### src/rtl/core/assert_macros.svh
`ifndef ASSERT_MACROS_SVH
`define ASSERT_MACROS_SVH

// Checks a property on every rising edge of clock, outside of reset.
`define A85_ASSERT(label, prop, msg) \
   label: assert property (@(posedge clock) disable iff (reset) (prop)) \
      else $error(msg);

// Checks that the consequent holds in the cycle after the antecedent.
`define A85_ASSERT_NEXT(label, ante, cons, msg) \
   label: assert property (@(posedge clock) disable iff (reset) (ante) |=> (cons)) \
      else $error(msg);

`endif

### src/rtl/core/a85_pkg.sv
`default_nettype none

package a85_pkg;

   localparam logic [7:0]  FirstDigit = 8'h21;
   localparam logic [7:0]  LastDigit  = 8'h75;
   localparam logic [7:0]  ZeroMark   = 8'h7A;
   localparam logic [7:0]  OnesMark   = 8'h79;
   localparam logic [31:0] Radix      = 32'd85;
   localparam logic [2:0]  LastDigitIdx = 3'd4;
   localparam logic [1:0]  LastByteIdx  = 2'd3;

   // One decoded group handed from the decoder to the byte serializer.
   typedef struct packed {
      logic        err;
      logic        last;
      logic [31:0] word;
   } a85_event_type;

endpackage

`default_nettype wire

### src/rtl/core/a85_group_decoder.sv
`default_nettype none

module a85_group_decoder (
   input  wire logic                  clock,
   input  wire logic                  reset,
   input  wire logic                  req_valid,
   output logic                       req_stall,
   input  wire logic [7:0]            req_in_char,
   input  wire logic                  req_is_last,
   output logic                       ev_valid,
   output a85_pkg::a85_event_type     ev,
   input  wire logic                  ev_take
);
   import a85_pkg::*;

   `include "assert_macros.svh"

   logic [31:0]   group_ff, group_in;
   logic [2:0]    digits_ff, digits_in;
   logic          err_ff, err_in;
   logic          ev_valid_ff, ev_valid_in;
   a85_event_type ev_ff, ev_in;

   logic          accept;
   logic          at_start;
   logic          in_range;
   logic [7:0]    digit;
   logic [31:0]   acc;
   logic          have_word;
   logic [31:0]   word;
   logic          bad;
   logic          produce;

   assign req_stall = ev_valid_ff && !ev_take;
   assign accept    = req_valid && !req_stall;
   assign ev_valid  = ev_valid_ff;
   assign ev        = ev_ff;

   always_comb begin
      at_start  = (digits_ff == 3'd0);
      in_range  = (req_in_char >= FirstDigit) && (req_in_char <= LastDigit);
      digit     = req_in_char - FirstDigit;
      acc       = 32'(group_ff * Radix) + {24'd0, digit};
      group_in  = group_ff;
      digits_in = digits_ff;
      have_word = 1'b0;
      word      = 32'd0;
      bad       = err_ff;

      if (!err_ff) begin
         priority if (at_start && req_in_char == ZeroMark) begin
            have_word = 1'b1;
            word      = 32'd0;
         end else if (at_start && req_in_char == OnesMark) begin
            have_word = 1'b1;
            word      = '1;
         end else if (!in_range) begin
            bad = 1'b1;
         end else if (digits_ff == LastDigitIdx) begin
            have_word = 1'b1;
            word      = acc;
            group_in  = 32'd0;
            digits_in = 3'd0;
         end else begin
            group_in  = acc;
            digits_in = digits_ff + 3'd1;
         end
      end

      // The final character always yields a result and restarts the string.
      if (req_is_last) begin
         if (digits_in != 3'd0) begin
            bad = 1'b1;
         end
         produce   = 1'b1;
         group_in  = 32'd0;
         digits_in = 3'd0;
         err_in    = 1'b0;
      end else begin
         produce = have_word;
         err_in  = bad;
      end

      ev_in.err  = req_is_last && bad;
      ev_in.last = req_is_last;
      ev_in.word = (req_is_last && bad) ? 32'd0 : word;

      if (accept && produce) begin
         ev_valid_in = 1'b1;
      end else if (ev_take) begin
         ev_valid_in = 1'b0;
      end else begin
         ev_valid_in = ev_valid_ff;
      end
   end

   always_ff @(posedge clock) begin
      if (reset) begin
         group_ff    <= 32'd0;
         digits_ff   <= 3'd0;
         err_ff      <= 1'b0;
         ev_valid_ff <= 1'b0;
      end else begin
         if (accept) begin
            group_ff  <= group_in;
            digits_ff <= digits_in;
            err_ff    <= err_in;
         end
         ev_valid_ff <= ev_valid_in;
      end
   end

   always_ff @(posedge clock) begin
      if (accept && produce) begin
         ev_ff <= ev_in;
      end
   end

   `A85_ASSERT(digits_bounded, digits_ff <= LastDigitIdx, "group digit count above four")
   `A85_ASSERT_NEXT(event_held, ev_valid_ff && !ev_take,
      ev_valid_ff && $stable(ev_ff), "pending group changed before transfer")
   `A85_ASSERT_NEXT(string_restart, accept && req_is_last,
      digits_ff == 3'd0 && !err_ff && group_ff == 32'd0, "state not cleared after last item")

endmodule

`default_nettype wire

### src/rtl/core/a85_byte_serializer.sv
`default_nettype none

module a85_byte_serializer (
   input  wire logic                  clock,
   input  wire logic                  reset,
   input  wire logic                  ev_valid,
   input  wire a85_pkg::a85_event_type ev,
   output logic                       ev_take,
   output logic                       rsp_valid,
   input  wire logic                  rsp_stall,
   output logic [7:0]                 rsp_out_byte,
   output logic                       rsp_run_end,
   output logic                       rsp_bad_input,
   output logic                       rsp_string_end
);
   import a85_pkg::*;

   `include "assert_macros.svh"

   logic        valid_ff, valid_in;
   logic [1:0]  cnt_ff, cnt_in;
   logic [31:0] word_ff, word_in;
   logic        err_ff, err_in;
   logic        last_ff, last_in;

   logic        transfer;
   logic        run_end;

   assign transfer = valid_ff && !rsp_stall;
   assign run_end  = err_ff || (cnt_ff == LastByteIdx);
   assign ev_take  = ev_valid && (!valid_ff || (transfer && run_end));

   always_comb begin
      valid_in = valid_ff;
      cnt_in   = cnt_ff;
      word_in  = word_ff;
      err_in   = err_ff;
      last_in  = last_ff;
      if (ev_take) begin
         valid_in = 1'b1;
         cnt_in   = 2'd0;
         word_in  = ev.word;
         err_in   = ev.err;
         last_in  = ev.last;
      end else if (transfer) begin
         // Bytes leave most significant first, so the word shifts up.
         valid_in = !run_end;
         cnt_in   = cnt_ff + 2'd1;
         word_in  = {word_ff[23:0], 8'h00};
      end
   end

   always_ff @(posedge clock) begin
      if (reset) begin
         valid_ff <= 1'b0;
         cnt_ff   <= 2'd0;
      end else begin
         valid_ff <= valid_in;
         cnt_ff   <= cnt_in;
      end
   end

   always_ff @(posedge clock) begin
      word_ff <= word_in;
      err_ff  <= err_in;
      last_ff <= last_in;
   end

   assign rsp_valid      = valid_ff;
   assign rsp_out_byte   = word_ff[31:24];
   assign rsp_run_end    = run_end;
   assign rsp_bad_input  = err_ff;
   assign rsp_string_end = last_ff;

   `A85_ASSERT(error_result_alone, !(valid_ff && err_ff) || (cnt_ff == 2'd0 &&
      rsp_out_byte == 8'h00), "error result is not a lone zero result")
   `A85_ASSERT_NEXT(byte_advance, transfer && !run_end,
      valid_ff && cnt_ff == $past(cnt_ff) + 2'd1, "byte index did not advance")
   `A85_ASSERT_NEXT(result_held, valid_ff && rsp_stall,
      valid_ff && $stable(word_ff) && $stable(cnt_ff), "stalled result changed")

endmodule

`default_nettype wire

### src/rtl/core/ascii85_stream_decoder.sv
`default_nettype none

// Ascii85 stream decoder: one character enters per transfer on req_, and each
// completed group leaves as four byte transfers on rsp_, most significant byte
// first ('z' gives four zero bytes, 'y' four 0xFF bytes). Characters are taken
// one per cycle while no completed group waits in the decoder; a waiting group
// stalls req_ until the byte serializer, which drives the single result port
// and is held by rsp_stall, can take it. A bad string gives one result with
// bad_input set on its last character; bytes already sent for that string must
// be dropped. A completed group passes through the decoder's event register
// and then the serializer's word register before its bytes appear on rsp_.
module ascii85_stream_decoder (
   input  wire logic       clock,
   input  wire logic       reset,
   input  wire logic       req_valid,
   output logic            req_stall,
   input  wire logic [7:0] req_in_char,
   input  wire logic       req_is_last,
   output logic            rsp_valid,
   input  wire logic       rsp_stall,
   output logic [7:0]      rsp_out_byte,
   output logic            rsp_run_end,
   output logic            rsp_bad_input,
   output logic            rsp_string_end
);
   import a85_pkg::*;

   logic          ev_valid;
   logic          ev_take;
   a85_event_type ev;

   a85_group_decoder u_decoder (
      .clock       (clock),
      .reset       (reset),
      .req_valid   (req_valid),
      .req_stall   (req_stall),
      .req_in_char (req_in_char),
      .req_is_last (req_is_last),
      .ev_valid    (ev_valid),
      .ev          (ev),
      .ev_take     (ev_take)
   );

   a85_byte_serializer u_serializer (
      .clock          (clock),
      .reset          (reset),
      .ev_valid       (ev_valid),
      .ev             (ev),
      .ev_take        (ev_take),
      .rsp_valid      (rsp_valid),
      .rsp_stall      (rsp_stall),
      .rsp_out_byte   (rsp_out_byte),
      .rsp_run_end    (rsp_run_end),
      .rsp_bad_input  (rsp_bad_input),
      .rsp_string_end (rsp_string_end)
   );

endmodule

`default_nettype wire

### config.mk
export PLATFORM = sky130hd
export DESIGN_NAME = ascii85_stream_decoder
export DESIGN_NICKNAME = d
export VERILOG_FILES = /design/src/rtl/core/a85_pkg.sv /design/src/rtl/core/a85_group_decoder.sv /design/src/rtl/core/a85_byte_serializer.sv /design/src/rtl/core/ascii85_stream_decoder.sv
export VERILOG_INCLUDE_DIRS = /design/src /design/src/rtl/core
export SDC_FILE = /design/constraint.sdc
export NUM_CORES = 1
export LEC_CHECK = 0
export ABC_CLOCK_PERIOD_IN_PS = 11700
export BUFFER_PORTS_ARGS = -buffer_cell sky130_fd_sc_hd__clkbuf_2
export CORE_MARGIN = 2
export CORE_UTILIZATION = 55
export DETAILED_ROUTE_END_ITERATION = 12
export PLACE_DENSITY_LB_ADDON = 0.08
export SYNTH_ARGS = -nofsm -noshare
export SYNTH_HDL_FRONTEND = slang
export SYNTH_SLANG_ARGS = --single-unit
### constraint.sdc
create_clock -name clock -period 11.7 [get_ports clock]
set_input_delay 3.51 -clock clock [delete_from_list [all_inputs] [get_ports clock]]
set_output_delay 3.51 -clock clock [all_outputs]
set_load 0.05 [all_outputs]
==> summary.md, run 1 <==
| Metric | Value |
|---|---|
| Placed instance count | `1077` |
| Fmax | `120 MHz` |
| Post-CTS setup repair buffer count | `0` |
| All-Layer GR Usage | `24.6%` |
| Reg-to-Reg End | `u_decoder.ev[30]` |
| Die height | `~130 µm` |
| Initial Utilization | `between 50% and 60%` |
| Hold Crit Class | `reg -> reg` |
| CP peak stage delay | `0.53 ns` |
| Clk_skew | `0.00969 ns` |
| Final hold violations | `0` |
| Number of antenna violations at the first check in global routing | `0` |
| Xor/xnor cell area share of the yosys netlist | `under 10%` |
| Max_cap viols | `0` |
| Worst-Skew Late Latency | `about 0.36 ns` |
| RSZ-0062 raised after global routing | `false` |
| Compound-Gate Fraction of Synth Area | `14.7%` |
| Die area | `0.0169 mm²` |
| Worst path slowest cell | `fa_1` |
| Wirelength, routed | `19100 µm` |
| Number of fill cells | `1365` |
| Vias in the first global route | `6332` |
| Detailed-placement wirelength estimate | `between 10000 and 15000 µm` |
| Clock tree buffer depth | `2` |
| Setup CP Type | `in -> reg` |
| Post-route ant nets | `0` |
| HP Start | `u_decoder.ev[32]` |
| Finish-stage setup viols | `0` |
| Synth Cell Area | `0.00873 mm²` |
| Post-Synth Simple-Gate Area | `approximately a tenth` |
| Via density | `5.61` |
| Post-synthesis cell count | `between 800 and 900` |
| EDFF count, synth | `68` |
| Syn_nets | `1033` |
| Total Power | `0.872 mW` |
| Synth Area in Adders | `26.8%` |
| Worst r2r path cells | `17` |
| Post-CTS Hold Fix Bufs | `0` |
| Gpl congestion | `0.902` |
| Starting DRT DRC Count | `352` |
| # rows | `46` |
| Diode count | `0` |
| Top-level port count | `26` |
| Placed cell areas | `0.00899 mm²` |
| Origin of the critical flop-to-flop path | `u_decoder.group_ff[1]` |
| DR vias | `~6.1k` |
| Hold Slack | `~0.44 ns` |
| Yosys warns | `0` |
| Footprint of the multi-input gates | `around 0.0051 mm²` |
| Leakage | `4.43 nW` |
| Root buf cell | `clkbuf_16` |
| Area growth, synth to finish | `6.57%` |
| Area occupied by registers | `0.00284 mm²` |
| Worst setup EP type | `register` |
| CORE AREA | `0.0157 mm²` |
| Nets | `1038` |
| CTS tree | `done` |
| Finished layout cell area | `0.00930 mm²` |
| Synth cell types | `67` |
| Rel. slew slack | `between 40 and 50%` |
| Async S/R FF share, synth | `0%` |
| Hold depth | `0` |
| Crit path cell chain | `clkbuf_2 > inv_1 > ha_1 > or4b_4 > nand2_1 > xor2_1 > ha_1 > fa_1 > inv_1 > fa_1 > inv_1 > ha_1 > o211ai_1 > a21oi_1 > o21ai_0 > a21oi_1 > o2111ai_1 > a21oi_1 > nor4bb_1 > nor3_1` |
| Clock sink count | `108` |
| Max rail drop VDD | `between 0.07 and 0.08 mV` |
| Share of cells above drive strength 1 | `between 10 and 15%` |
| Chip width | `roughly 130 µm` |
| Hold EP | `u_serializer.rsp_string_end` |
| H-tree Lvls | `3` |
| Inserted Clock Buffers | `9` |
| Largest net degree at the start of global routing | `35` |
| Max FO, Critical Path | `5` |
| Setup tns final | `0 ns` |
| Routed length per instance | `17.5 µm` |
| DR pass1 iterations | `7` |
| Seq/Total Area, Yosys | `32.6%` |
| R2R setup slack | `~6.7 ns` |
| Post-layout util | `59.2%` |
| Measured slew at the worst slew-check pin | `0.763 ns` |
| Clock slew at reported path FFs | `0.08 ns` |
| Worst path required time | `around 12 ns` |
| Global-route wire length before repair | `32300 µm` |
| Ys flop type | `edfxtp_1` |
| Mux cell area share after synthesis | `3.61%` |
| Final Cycle Share | `71.0%` |
| Synth Area per Inst | `10.1 µm²` |
| Worst Setup Start Kind | `primary input` |
| Outcome | `completed` |
| Fin. max-slew vios | `0` |
| DR DRC count | `0` |
| Post-Place Worst Slack | `between 3 and 4 ns` |
| Crit path DAT | `8.42 ns` |
| Minimum clock period after layout | `between 8 and 9 ns` |
| Post-CTS sizing | `0` |
| Non-filler instance count after layout | `1093` |
| FF+latch count, synth | `between 100 and 150` |
| IO Port Bufs | `25` |
| Main combinational cell family by area after synthesis | `adder cells` |
| Total gr overflow | `0` |
| Final setup margin | `3.39 ns` |
| PD cells | `roughly 94 mW/mm²` |
==> kinds of logic (layout without fill, tap and decap cells) <==
| logic type | after synthesis | count (layout) |
|---|---|---|
| AO/OA/AOI/OAI | 186 | 186 |
| XOR/XNOR | 36 | 36 |
| adder cells (fa/ha/maj) | 153 | 153 |
| buffers and inverters | 200 | 210 |
| flip-flops | 108 | 108 |
| multiplexers | 28 | 28 |
| AND/OR/NAND/NOR | 156 | 156 |
==> area by class of cell <==
| class | count | area share [%] |
|---|---|---|
| Timing Repair Buffer | 33 | 1.99 |
| Sequential cell | 108 | 30.6 |
| Clock inverter | 7 | 0.928 |
| Multi-Input combinational cell | 559 | 54.7 |
| Inverter | 161 | 6.50 |
| Clock buffer | 9 | 2.42 |
| Tap cell | 216 | 2.91 |
==> report_power, final <==
part           internal [mW]  total (mW)  switching [mW]
registers              0.417       0.423         0.00636
clock network          0.155       0.321           0.166
logic                 0.0445       0.128          0.0831
==> layout by cell type (no fill, tap or decap), types with 13 or more instances in the layout <==
cell type  count
clkbuf_2      25
mux2_2        24
ha_1          96
fa_1          57
edfxtp_1      68
nand2_1       28
a21o_1        20
o21a_1        31
nor2_1        40
a21oi_1       40
a22oi_1       17
o21ai_0       28
dfxtp_1       40
xnor2_1       26
nor3_1        13
inv_1        161
==> synthesized netlist by cell type, drive strengths merged (25+ instances only) <==
cell type	count	share of area, %
nor2	41	1.8
ha	96	14
a21oi	42	2.6
mux2	25	3.3
inv	161	6.9
dfxtp	40	9.2
nand2	28	1.2
xnor2	26	2.6
fa	57	13
o21a	31	2.7
edfxtp	68	23
o21ai	30	1.7
==> layer usage <==
layer / GRT usage (%) / vias to the layer above / part of all wire, %
met5: 0 / - / 0
met4: 8.35 / 0 / 2.5
met3: 2.58 / 33 / 2.9
met2: 43.4 / 122 / 50
met1: 31.6 / 3003 / 45
li1: - / 2972 / -
==> registers in the layout, indices dropped and copies added (netlist names), 2 cells and up <==
| register | cells |
|---|---|
| u_decoder.ev | 34 |
| u_decoder.group_ff | 32 |
| u_serializer.word_ff | 32 |
| u_decoder.digits_ff | 3 |
| u_serializer.cnt_ff | 2 |
==> worst max-delay path by stage <==
| stage | startpoint | to | slack (ns) | depth (start not counted) |
|---|---|---|---|---|
| 3_5_place_dp | req_in_char[0] | u_decoder.ev[30] | 3.09 | 20 |
| 2_1_floorplan | req_in_char[0] | u_decoder.ev[30] | 3.81 | 19 |
| 6_report | req_in_char[0] | u_decoder.ev[30] | 3.39 | 20 |
| 3_3_place_gp | req_in_char[0] | u_decoder.ev[30] | 3.27 | 20 |
| 5_1_grt | req_in_char[0] | u_decoder.ev[30] | 2.99 | 20 |
| 4_1_cts | req_in_char[0] | u_decoder.ev[30] | 3.44 | 20 |
==> critical path: cells and delay by family <==
| family | cells | cell delay, ns |
|---|---|---|
| adders and majority gates | 5 | 1.89 |
| AOI/OAI and AO/OA | 6 | 1.42 |
| buffers and inverters | 4 | 0.36 |
| and+or+nand+nor | 4 | 1.05 |
| xor gates and xnor gates | 1 | 0.19 |
No activity file was read; power rests on OpenSTA's default activity.
==> inputs of run 2 (changes only) <==
ABC_CLOCK_PERIOD_IN_PS = 7400   (was 11700)
clock period = 7.4 ns   (was 11.7 ns; I/O delays follow)
==> run 2 against run 1 <==
Effect of this change:
- total power is 59% higher
- setup slack worse by 2.9 ns
- largest power group unchanged
- clock-buffer cell count did not move
- highest routed layer unchanged
- combinational power grew 55%
==> summary.md, run 2 (synthesis results as in run 1) <==
| Metric | Value |
|---|---|
| CTS tree | `done` |
| Total Power | `1.39 mW (+59%)` |
| Global-route wire length before repair | `30800 µm (-4.5%)` |
| Largest net degree at the start of global routing | `35 (unchanged)` |
| Top-level port count | `26 (unchanged)` |
| IO Port Bufs | `25 (unchanged)` |
| Vias in the first global route | `6210 (-1.9%)` |
| Worst path required time | `7.50 ns (-4.31 ns)` |
| Area growth, synth to finish | `6.75%` |
| Worst-Skew Late Latency | `0.35 ns (about the same)` |
| Share of cells above drive strength 1 | `10.3% (+0.10 points)` |
| Max FO, Critical Path | `5 (unchanged)` |
| CP Buf/Inv Count | `4 (unchanged)` |
| # rows | `46 (unchanged)` |
| Outcome | `completed` |
| Clock sink count | `108 (unchanged)` |
| Number of antenna violations at the first check in global routing | `0 (unchanged)` |
| Most frequent cells in the layout | `inv_1 (161), ha_1 (96), edfxtp_1 (68)` |
| Initial Utilization | `55.5% (unchanged)` |
| Worst Setup Start Kind | `primary input` |
| PD cells | `149 mW/mm² (+59%)` |
| Post-CTS sizing | `0 (unchanged)` |
| Detailed-placement wirelength estimate | `14200 µm (-3.0%)` |
| HP Start | `u_decoder.ev[33]` |
| Hold Crit Class | `reg -> reg` |
| Total gr overflow | `0 (unchanged)` |
| Fin. max-slew vios | `0 (unchanged)` |
| Setup CP Type | `in -> reg` |
| Clock slew at reported path FFs | `0.08 ns (about the same)` |
| Largest register FFs | `34 (unchanged)` |
| Origin of the critical flop-to-flop path | `u_decoder.group_ff[4]` |
| Finish-stage setup viols | `0 (unchanged)` |
| Max_cap viols | `0 (unchanged)` |
| Rel. slew slack | `49.8% (+0.70 points)` |
| Post-CTS Hold Fix Bufs | `0 (unchanged)` |
| Crit path cell chain | `clkbuf_2 > inv_1 > ha_1 > or4b_4 > nand2_1 > xor2_1 > ha_1 > fa_1 > inv_1 > fa_1 > inv_1 > ha_1 > o211ai_1 > a21oi_1 > o21ai_0 > a21oi_1 > o2111ai_1 > a21oi_1 > nor4bb_1 > nor3_1` |
| Post-route ant nets | `0 (unchanged)` |
| CORE AREA | `0.0157 mm² (unchanged)` |
| Gpl congestion | `0.921 (+2.1%)` |
| Measured slew at the worst slew-check pin | `0.753 ns (-0.0105 ns)` |
| Final hold violations | `0 (unchanged)` |
| DR vias | `6063 (-1.1%)` |
| DR pass1 iterations | `5 (-2)` |
| Post-CTS setup repair buffer count | `0 (unchanged)` |
| Die area | `0.0169 mm² (unchanged)` |
| CP peak stage delay | `0.52 ns (about the same)` |
| All-Layer GR Usage | `23.2% (-1.4 points)` |
| Diode count | `0 (unchanged)` |
| Clock tree buffer depth | `2 (unchanged)` |
| Die height | `130 µm (unchanged)` |
| Root buf cell | `clkbuf_16` |
| Wirelength, routed | `18500 µm (-3.1%)` |
| Most common cell after layout, fill and taps aside | `inv_1` |
| RSZ-0062 raised after global routing | `false` |
| Number of fill cells | `1336 (-2.1%)` |
| Nets | `1039 (+0.096%)` |
| Largest delay share family, worst path | `adder cells` |
| Routed length per instance | `16.9 µm (-3.2%)` |
| Worst setup EP type | `register` |
| Post-layout util | `59.3% (+0.10 points)` |
| Final Cycle Share | `between 90% and 100%` |
| DR DRC count | `0 (unchanged)` |
| Worst path slowest cell | `or4b_4` |
| Chip width | `130 µm (unchanged)` |
| H-tree Lvls | `3 (unchanged)` |
| Via density | `5.54 (-1.2%)` |
| Fmax | `approximately 150 MHz` |
| Minimum clock period after layout | `6.88 ns` |
| Crit path launch | `req_in_char[0]` |
| R2R setup slack | `2.48 ns (-4.26 ns)` |
| Inserted Clock Buffers | `9 (unchanged)` |
| Starting DRT DRC Count | `343 (-2.6%)` |
| Crit path DAT | `6.97 ns (-1.45 ns)` |
| Setup tns final | `0 ns (unchanged)` |
| Max rail drop VDD | `0.109 mV (+40%)` |
| Leakage | `4.44 nW (+0.27%)` |
| Clk_skew | `0.00974 ns (+0.0000504 ns)` |
[run 2: cell types whose count changed in the layout (fill, tap and decap cells not counted)]
cell / change
clkinv_4: -1
bufinv_16: +1
inv_8: +1
clkinv_8: -1
inv_12: -1
inv_6: +1
buf_4: +1
[run 2: layout make-up]
cell class / count / area [µm²] / share of cell area [%]
multi-input combinational: 559 / 5080 / 54.6
sequential: 108 / 2840 / 30.5
timing repair buffer: 34 / 193 / 2.07
clock inverter: 7 / 95.1 / 1.02
tap: 216 / 270 / 2.90
clock buffer: 9 / 225 / 2.42
inverter: 161 / 604 / 6.49
[run 2: worst paths after layout]
path,end,depth (start not counted)
max,u_decoder.ev[30],20
min,u_serializer.rsp_bad_input,0
max reg2reg,u_decoder.group_ff[29],15
min reg2reg,u_serializer.rsp_bad_input,0
[run 2: layer usage]
| metal | global-route usage [%] | vias up | wire [µm] |
|---|---|---|---|
| li1 | - | 2970 | - |
| met1 | 30.6 | 2946 | 8530 |
| met2 | 39.3 | 109 | 8830 |
| met3 | 2.26 | 38 | 452 |
| met4 | 10.1 | 0 | 695 |
| met5 | 0 | - | 0 |
[run 2: stage by stage]
stage / hold WS (ns) / instances / setup slack, ns / instance area (µm²)
finish: 0.423 / 1094 / 0.521 / 9320
global route: 0.447 / 1094 / 0.189 / 9320
CTS: 0.424 / 1094 / 0.542 / 9320
detailed placement: 0.405 / 1078 / 0.192 / 8990
global placement: 0.403 / 1078 / 0.311 / 8990
floorplan: 0.400 / 867 / 0.797 / 8730
[run 2: power breakdown]
part,total (mW),internal [mW],switching [mW],leakage [nW]
registers,0.669,0.659,0.00975,0.968
clock network,0.520,0.274,0.245,0.158
logic,0.199,0.0702,0.129,3.31
total,1.39,1.00,0.384,4.44
[run 2: worst reg2reg max path, stage by stage (launching register included)]
cell	delay (ns)
dfxtp_1	0.45
ha_1	0.30
fa_1	0.50
fa_1	0.52
inv_1	0.05
fa_1	0.52
inv_1	0.04
ha_1	0.35
a21oi_1	0.26
o211ai_1	0.20
or3_1	0.41
a21oi_1	0.23
nor3_1	0.09
or2_2	0.34
and4_1	0.21
or3_1	0.35
==> inputs of run 3 (changes only) <==
CELL_PAD_IN_SITES_DETAIL_PLACEMENT = 1   (was not set)
CELL_PAD_IN_SITES_GLOBAL_PLACEMENT = 1   (was not set)
CORE_UTILIZATION = 46   (was 55)
==> run 3 against run 2 <==
Effect of this change:
- final cell count increased by 1.6%
- largest power group unchanged
- first-iteration DRC count decreased by 13%
- routed wire length rose by 17%
- non-clock buffer count unchanged
- worst hold slack gained 0.0033 ns
- sequential share of layout area shrank 0.053 points
- critical path depth unchanged
==> summary.md, run 3 (synthesis results as in run 1) <==
| Metric | Value |
|---|---|
| Crit path DAT | `7.02 ns (+0.05 ns)` |
| DR vias | `6079 (+0.26%)` |
| Post-layout util | `50.1% (-9.2 points)` |
| Worst path required time | `7.51 ns (about the same)` |
| CP peak stage delay | `0.53 ns (about the same)` |
| Reg-to-Reg End | `u_decoder.ev[30]` |
| All-Layer GR Usage | `23.2% (-0.051 points)` |
| Global-route wire length before repair | `36200 µm (+17%)` |
| # rows | `50 (+8.7%)` |
| PD cells | `148 mW/mm² (-0.71%)` |
| Post-CTS setup repair buffer count | `0 (unchanged)` |
| Via density | `5.47 (-1.4%)` |
| Worst-Skew Late Latency | `0.36 ns (about the same)` |
| Max FO, Critical Path | `5 (unchanged)` |
| RSZ-0062 raised after global routing | `false` |
| Max rail drop VDD | `0.109 mV (+0.38%)` |
| DR DRC count | `0 (unchanged)` |
| Worst Setup Start Kind | `primary input` |
| Wirelength, routed | `21700 µm (+17%)` |
| Most frequent cells in the layout | `inv_1 (161), ha_1 (96), edfxtp_1 (68)` |
| Finish-stage setup viols | `0 (unchanged)` |
| Largest net degree at the start of global routing | `33 (-5.7%)` |
| Minimum clock period after layout | `6.91 ns (+0.0332 ns)` |
| Share of cells above drive strength 1 | `10.3% (unchanged)` |
| Hold EP | `u_serializer.rsp_string_end` |
| Clock tree buffer depth | `2 (unchanged)` |
| Setup tns final | `0 ns (unchanged)` |
| Post-CTS Hold Fix Bufs | `0 (unchanged)` |
| Post-Place Worst Slack | `0.141 ns (-0.0511 ns)` |
| Clock sink count | `108 (unchanged)` |
| Worst path slowest cell | `fa_1` |
| Worst r2r path cells | `17 (+2)` |
| Leakage | `4.43 nW (-0.12%)` |
| IO Port Bufs | `25 (unchanged)` |
| Gpl congestion | `0.858 (-6.9%)` |
| Crit path cell chain | `clkbuf_2 > inv_1 > ha_1 > or4b_4 > nand2_1 > xor2_1 > ha_1 > fa_1 > inv_1 > fa_1 > inv_1 > ha_1 > o211ai_1 > a21oi_1 > o21ai_0 > a21oi_1 > o2111ai_1 > a21oi_1 > nor4bb_1 > nor3_1` |
| Number of antenna violations at the first check in global routing | `0 (unchanged)` |
| CORE AREA | `0.0186 mm² (+19%)` |
| Inserted Clock Buffers | `9 (unchanged)` |
| Final setup margin | `0.487 ns (-0.0332 ns)` |
| Total gr overflow | `0 (unchanged)` |
| H-tree Lvls | `3 (unchanged)` |
| Die height | `142 µm (+9.1%)` |
| Nets | `1039 (unchanged)` |
| CTS tree | `done` |
| Starting DRT DRC Count | `300 (-13%)` |
| Setup CP Type | `in -> reg` |
| Initial Utilization | `46.8% (-8.7 points)` |
| Clock slew at reported path FFs | `0.08 ns (about the same)` |
| DR pass1 iterations | `4 (-1)` |
| Vias in the first global route | `6793 (+9.4%)` |
| Measured slew at the worst slew-check pin | `0.838 ns (+0.0850 ns)` |
| Post-CTS sizing | `0 (unchanged)` |
| Post-route ant nets | `0 (unchanged)` |
| Rel. slew slack | `44.1% (-5.7 points)` |
| Hold Slack | `0.426 ns (+0.00335 ns)` |
| Root buf cell | `clkbuf_16` |
| R2R setup slack | `2.40 ns (-0.08 ns)` |
| Fin. max-slew vios | `0 (unchanged)` |
| Max_cap viols | `0 (unchanged)` |
| Chip width | `142 µm (+9.1%)` |
| Worst setup EP type | `register` |
| Final Cycle Share | `93.4% (+0.45 points)` |
| Hold depth | `0 (unchanged)` |
| Total Power | `1.38 mW (-0.53%)` |
| Die area | `0.0201 mm² (+19%)` |
| Area growth, synth to finish | `6.94%` |
| Hold Crit Class | `reg -> reg` |
| Detailed-placement wirelength estimate | `17100 µm (+20%)` |
| Origin of the critical flop-to-flop path | `u_decoder.group_ff[1]` |
| Largest register FFs | `34 (unchanged)` |
| Final hold violations | `0 (unchanged)` |
| Outcome | `completed` |
| Diode count | `0 (unchanged)` |
| Most common cell after layout, fill and taps aside | `inv_1` |
| Number of fill cells | `2095 (+57%)` |
| Routed length per instance | `19.5 µm (+16%)` |
| Top-level port count | `26 (unchanged)` |
| Fmax | `145 MHz (-0.48%)` |
| Clk_skew | `0.00721 ns (-0.00253 ns)` |
| HP Start | `u_decoder.ev[32]` |
==> run 3: cell type report <==
cell class	instances	area [µm²]	share of cell area, %
flip-flops and latches	108	2840	30.5
clock buffers	9	225	2.41
repair buffers	34	193	2.06
multi-input cells	559	5080	54.5
well taps	234	293	3.14
inverters	161	604	6.48
clock inverters	7	88.8	0.952
==> run 3: critical path, delay by kind of cell <==
family | cells | cell delay, ns
compound gates | 6 | 1.38
simple gates | 4 | 1.06
fa+ha+maj | 5 | 1.86
buf+inv | 4 | 0.32
xor+xnor | 1 | 0.15
==> run 3: power by group <==
group | switching, mW | total [mW] | internal (mW)
combinational | 0.134 | 0.205 | 0.0709
sequential | 0.0111 | 0.670 | 0.659
clock | 0.261 | 0.506 | 0.244
total | 0.406 | 1.38 | 0.974
==> run 3: through the flow <==
step	cells	area (µm²)
3_3_place_gp	1096	9020
3_5_place_dp	1096	9020
6_report	1112	9330
4_1_cts	1112	9330
5_1_grt	1112	9330
2_1_floorplan	867	8730
==> run 3: worst max-delay path by stage <==
stage / start / end / slack (ns) / cells past startpoint
global route: req_in_char[0] / u_decoder.ev[30] / 0.11 / 20
finish: req_in_char[0] / u_decoder.ev[30] / 0.49 / 20
floorplan: req_in_char[0] / u_decoder.ev[30] / 0.80 / 19
global placement: req_in_char[0] / u_decoder.ev[31] / 0.23 / 20
detailed placement: req_in_char[0] / u_decoder.ev[27] / 0.14 / 20
CTS: req_in_char[0] / u_decoder.ev[27] / 0.52 / 20
==> run 3: routing by layer <==
layer  global-route usage, %  vias to the layer above  part of all wire (%)
met4                    5.53                        0                   1.3
met1                    30.5                     3023                    46
met2                    40.9                       69                    50
li1                        -                     2967                     -
met3                    2.73                       20                   2.4
met5                       0                        -                     0
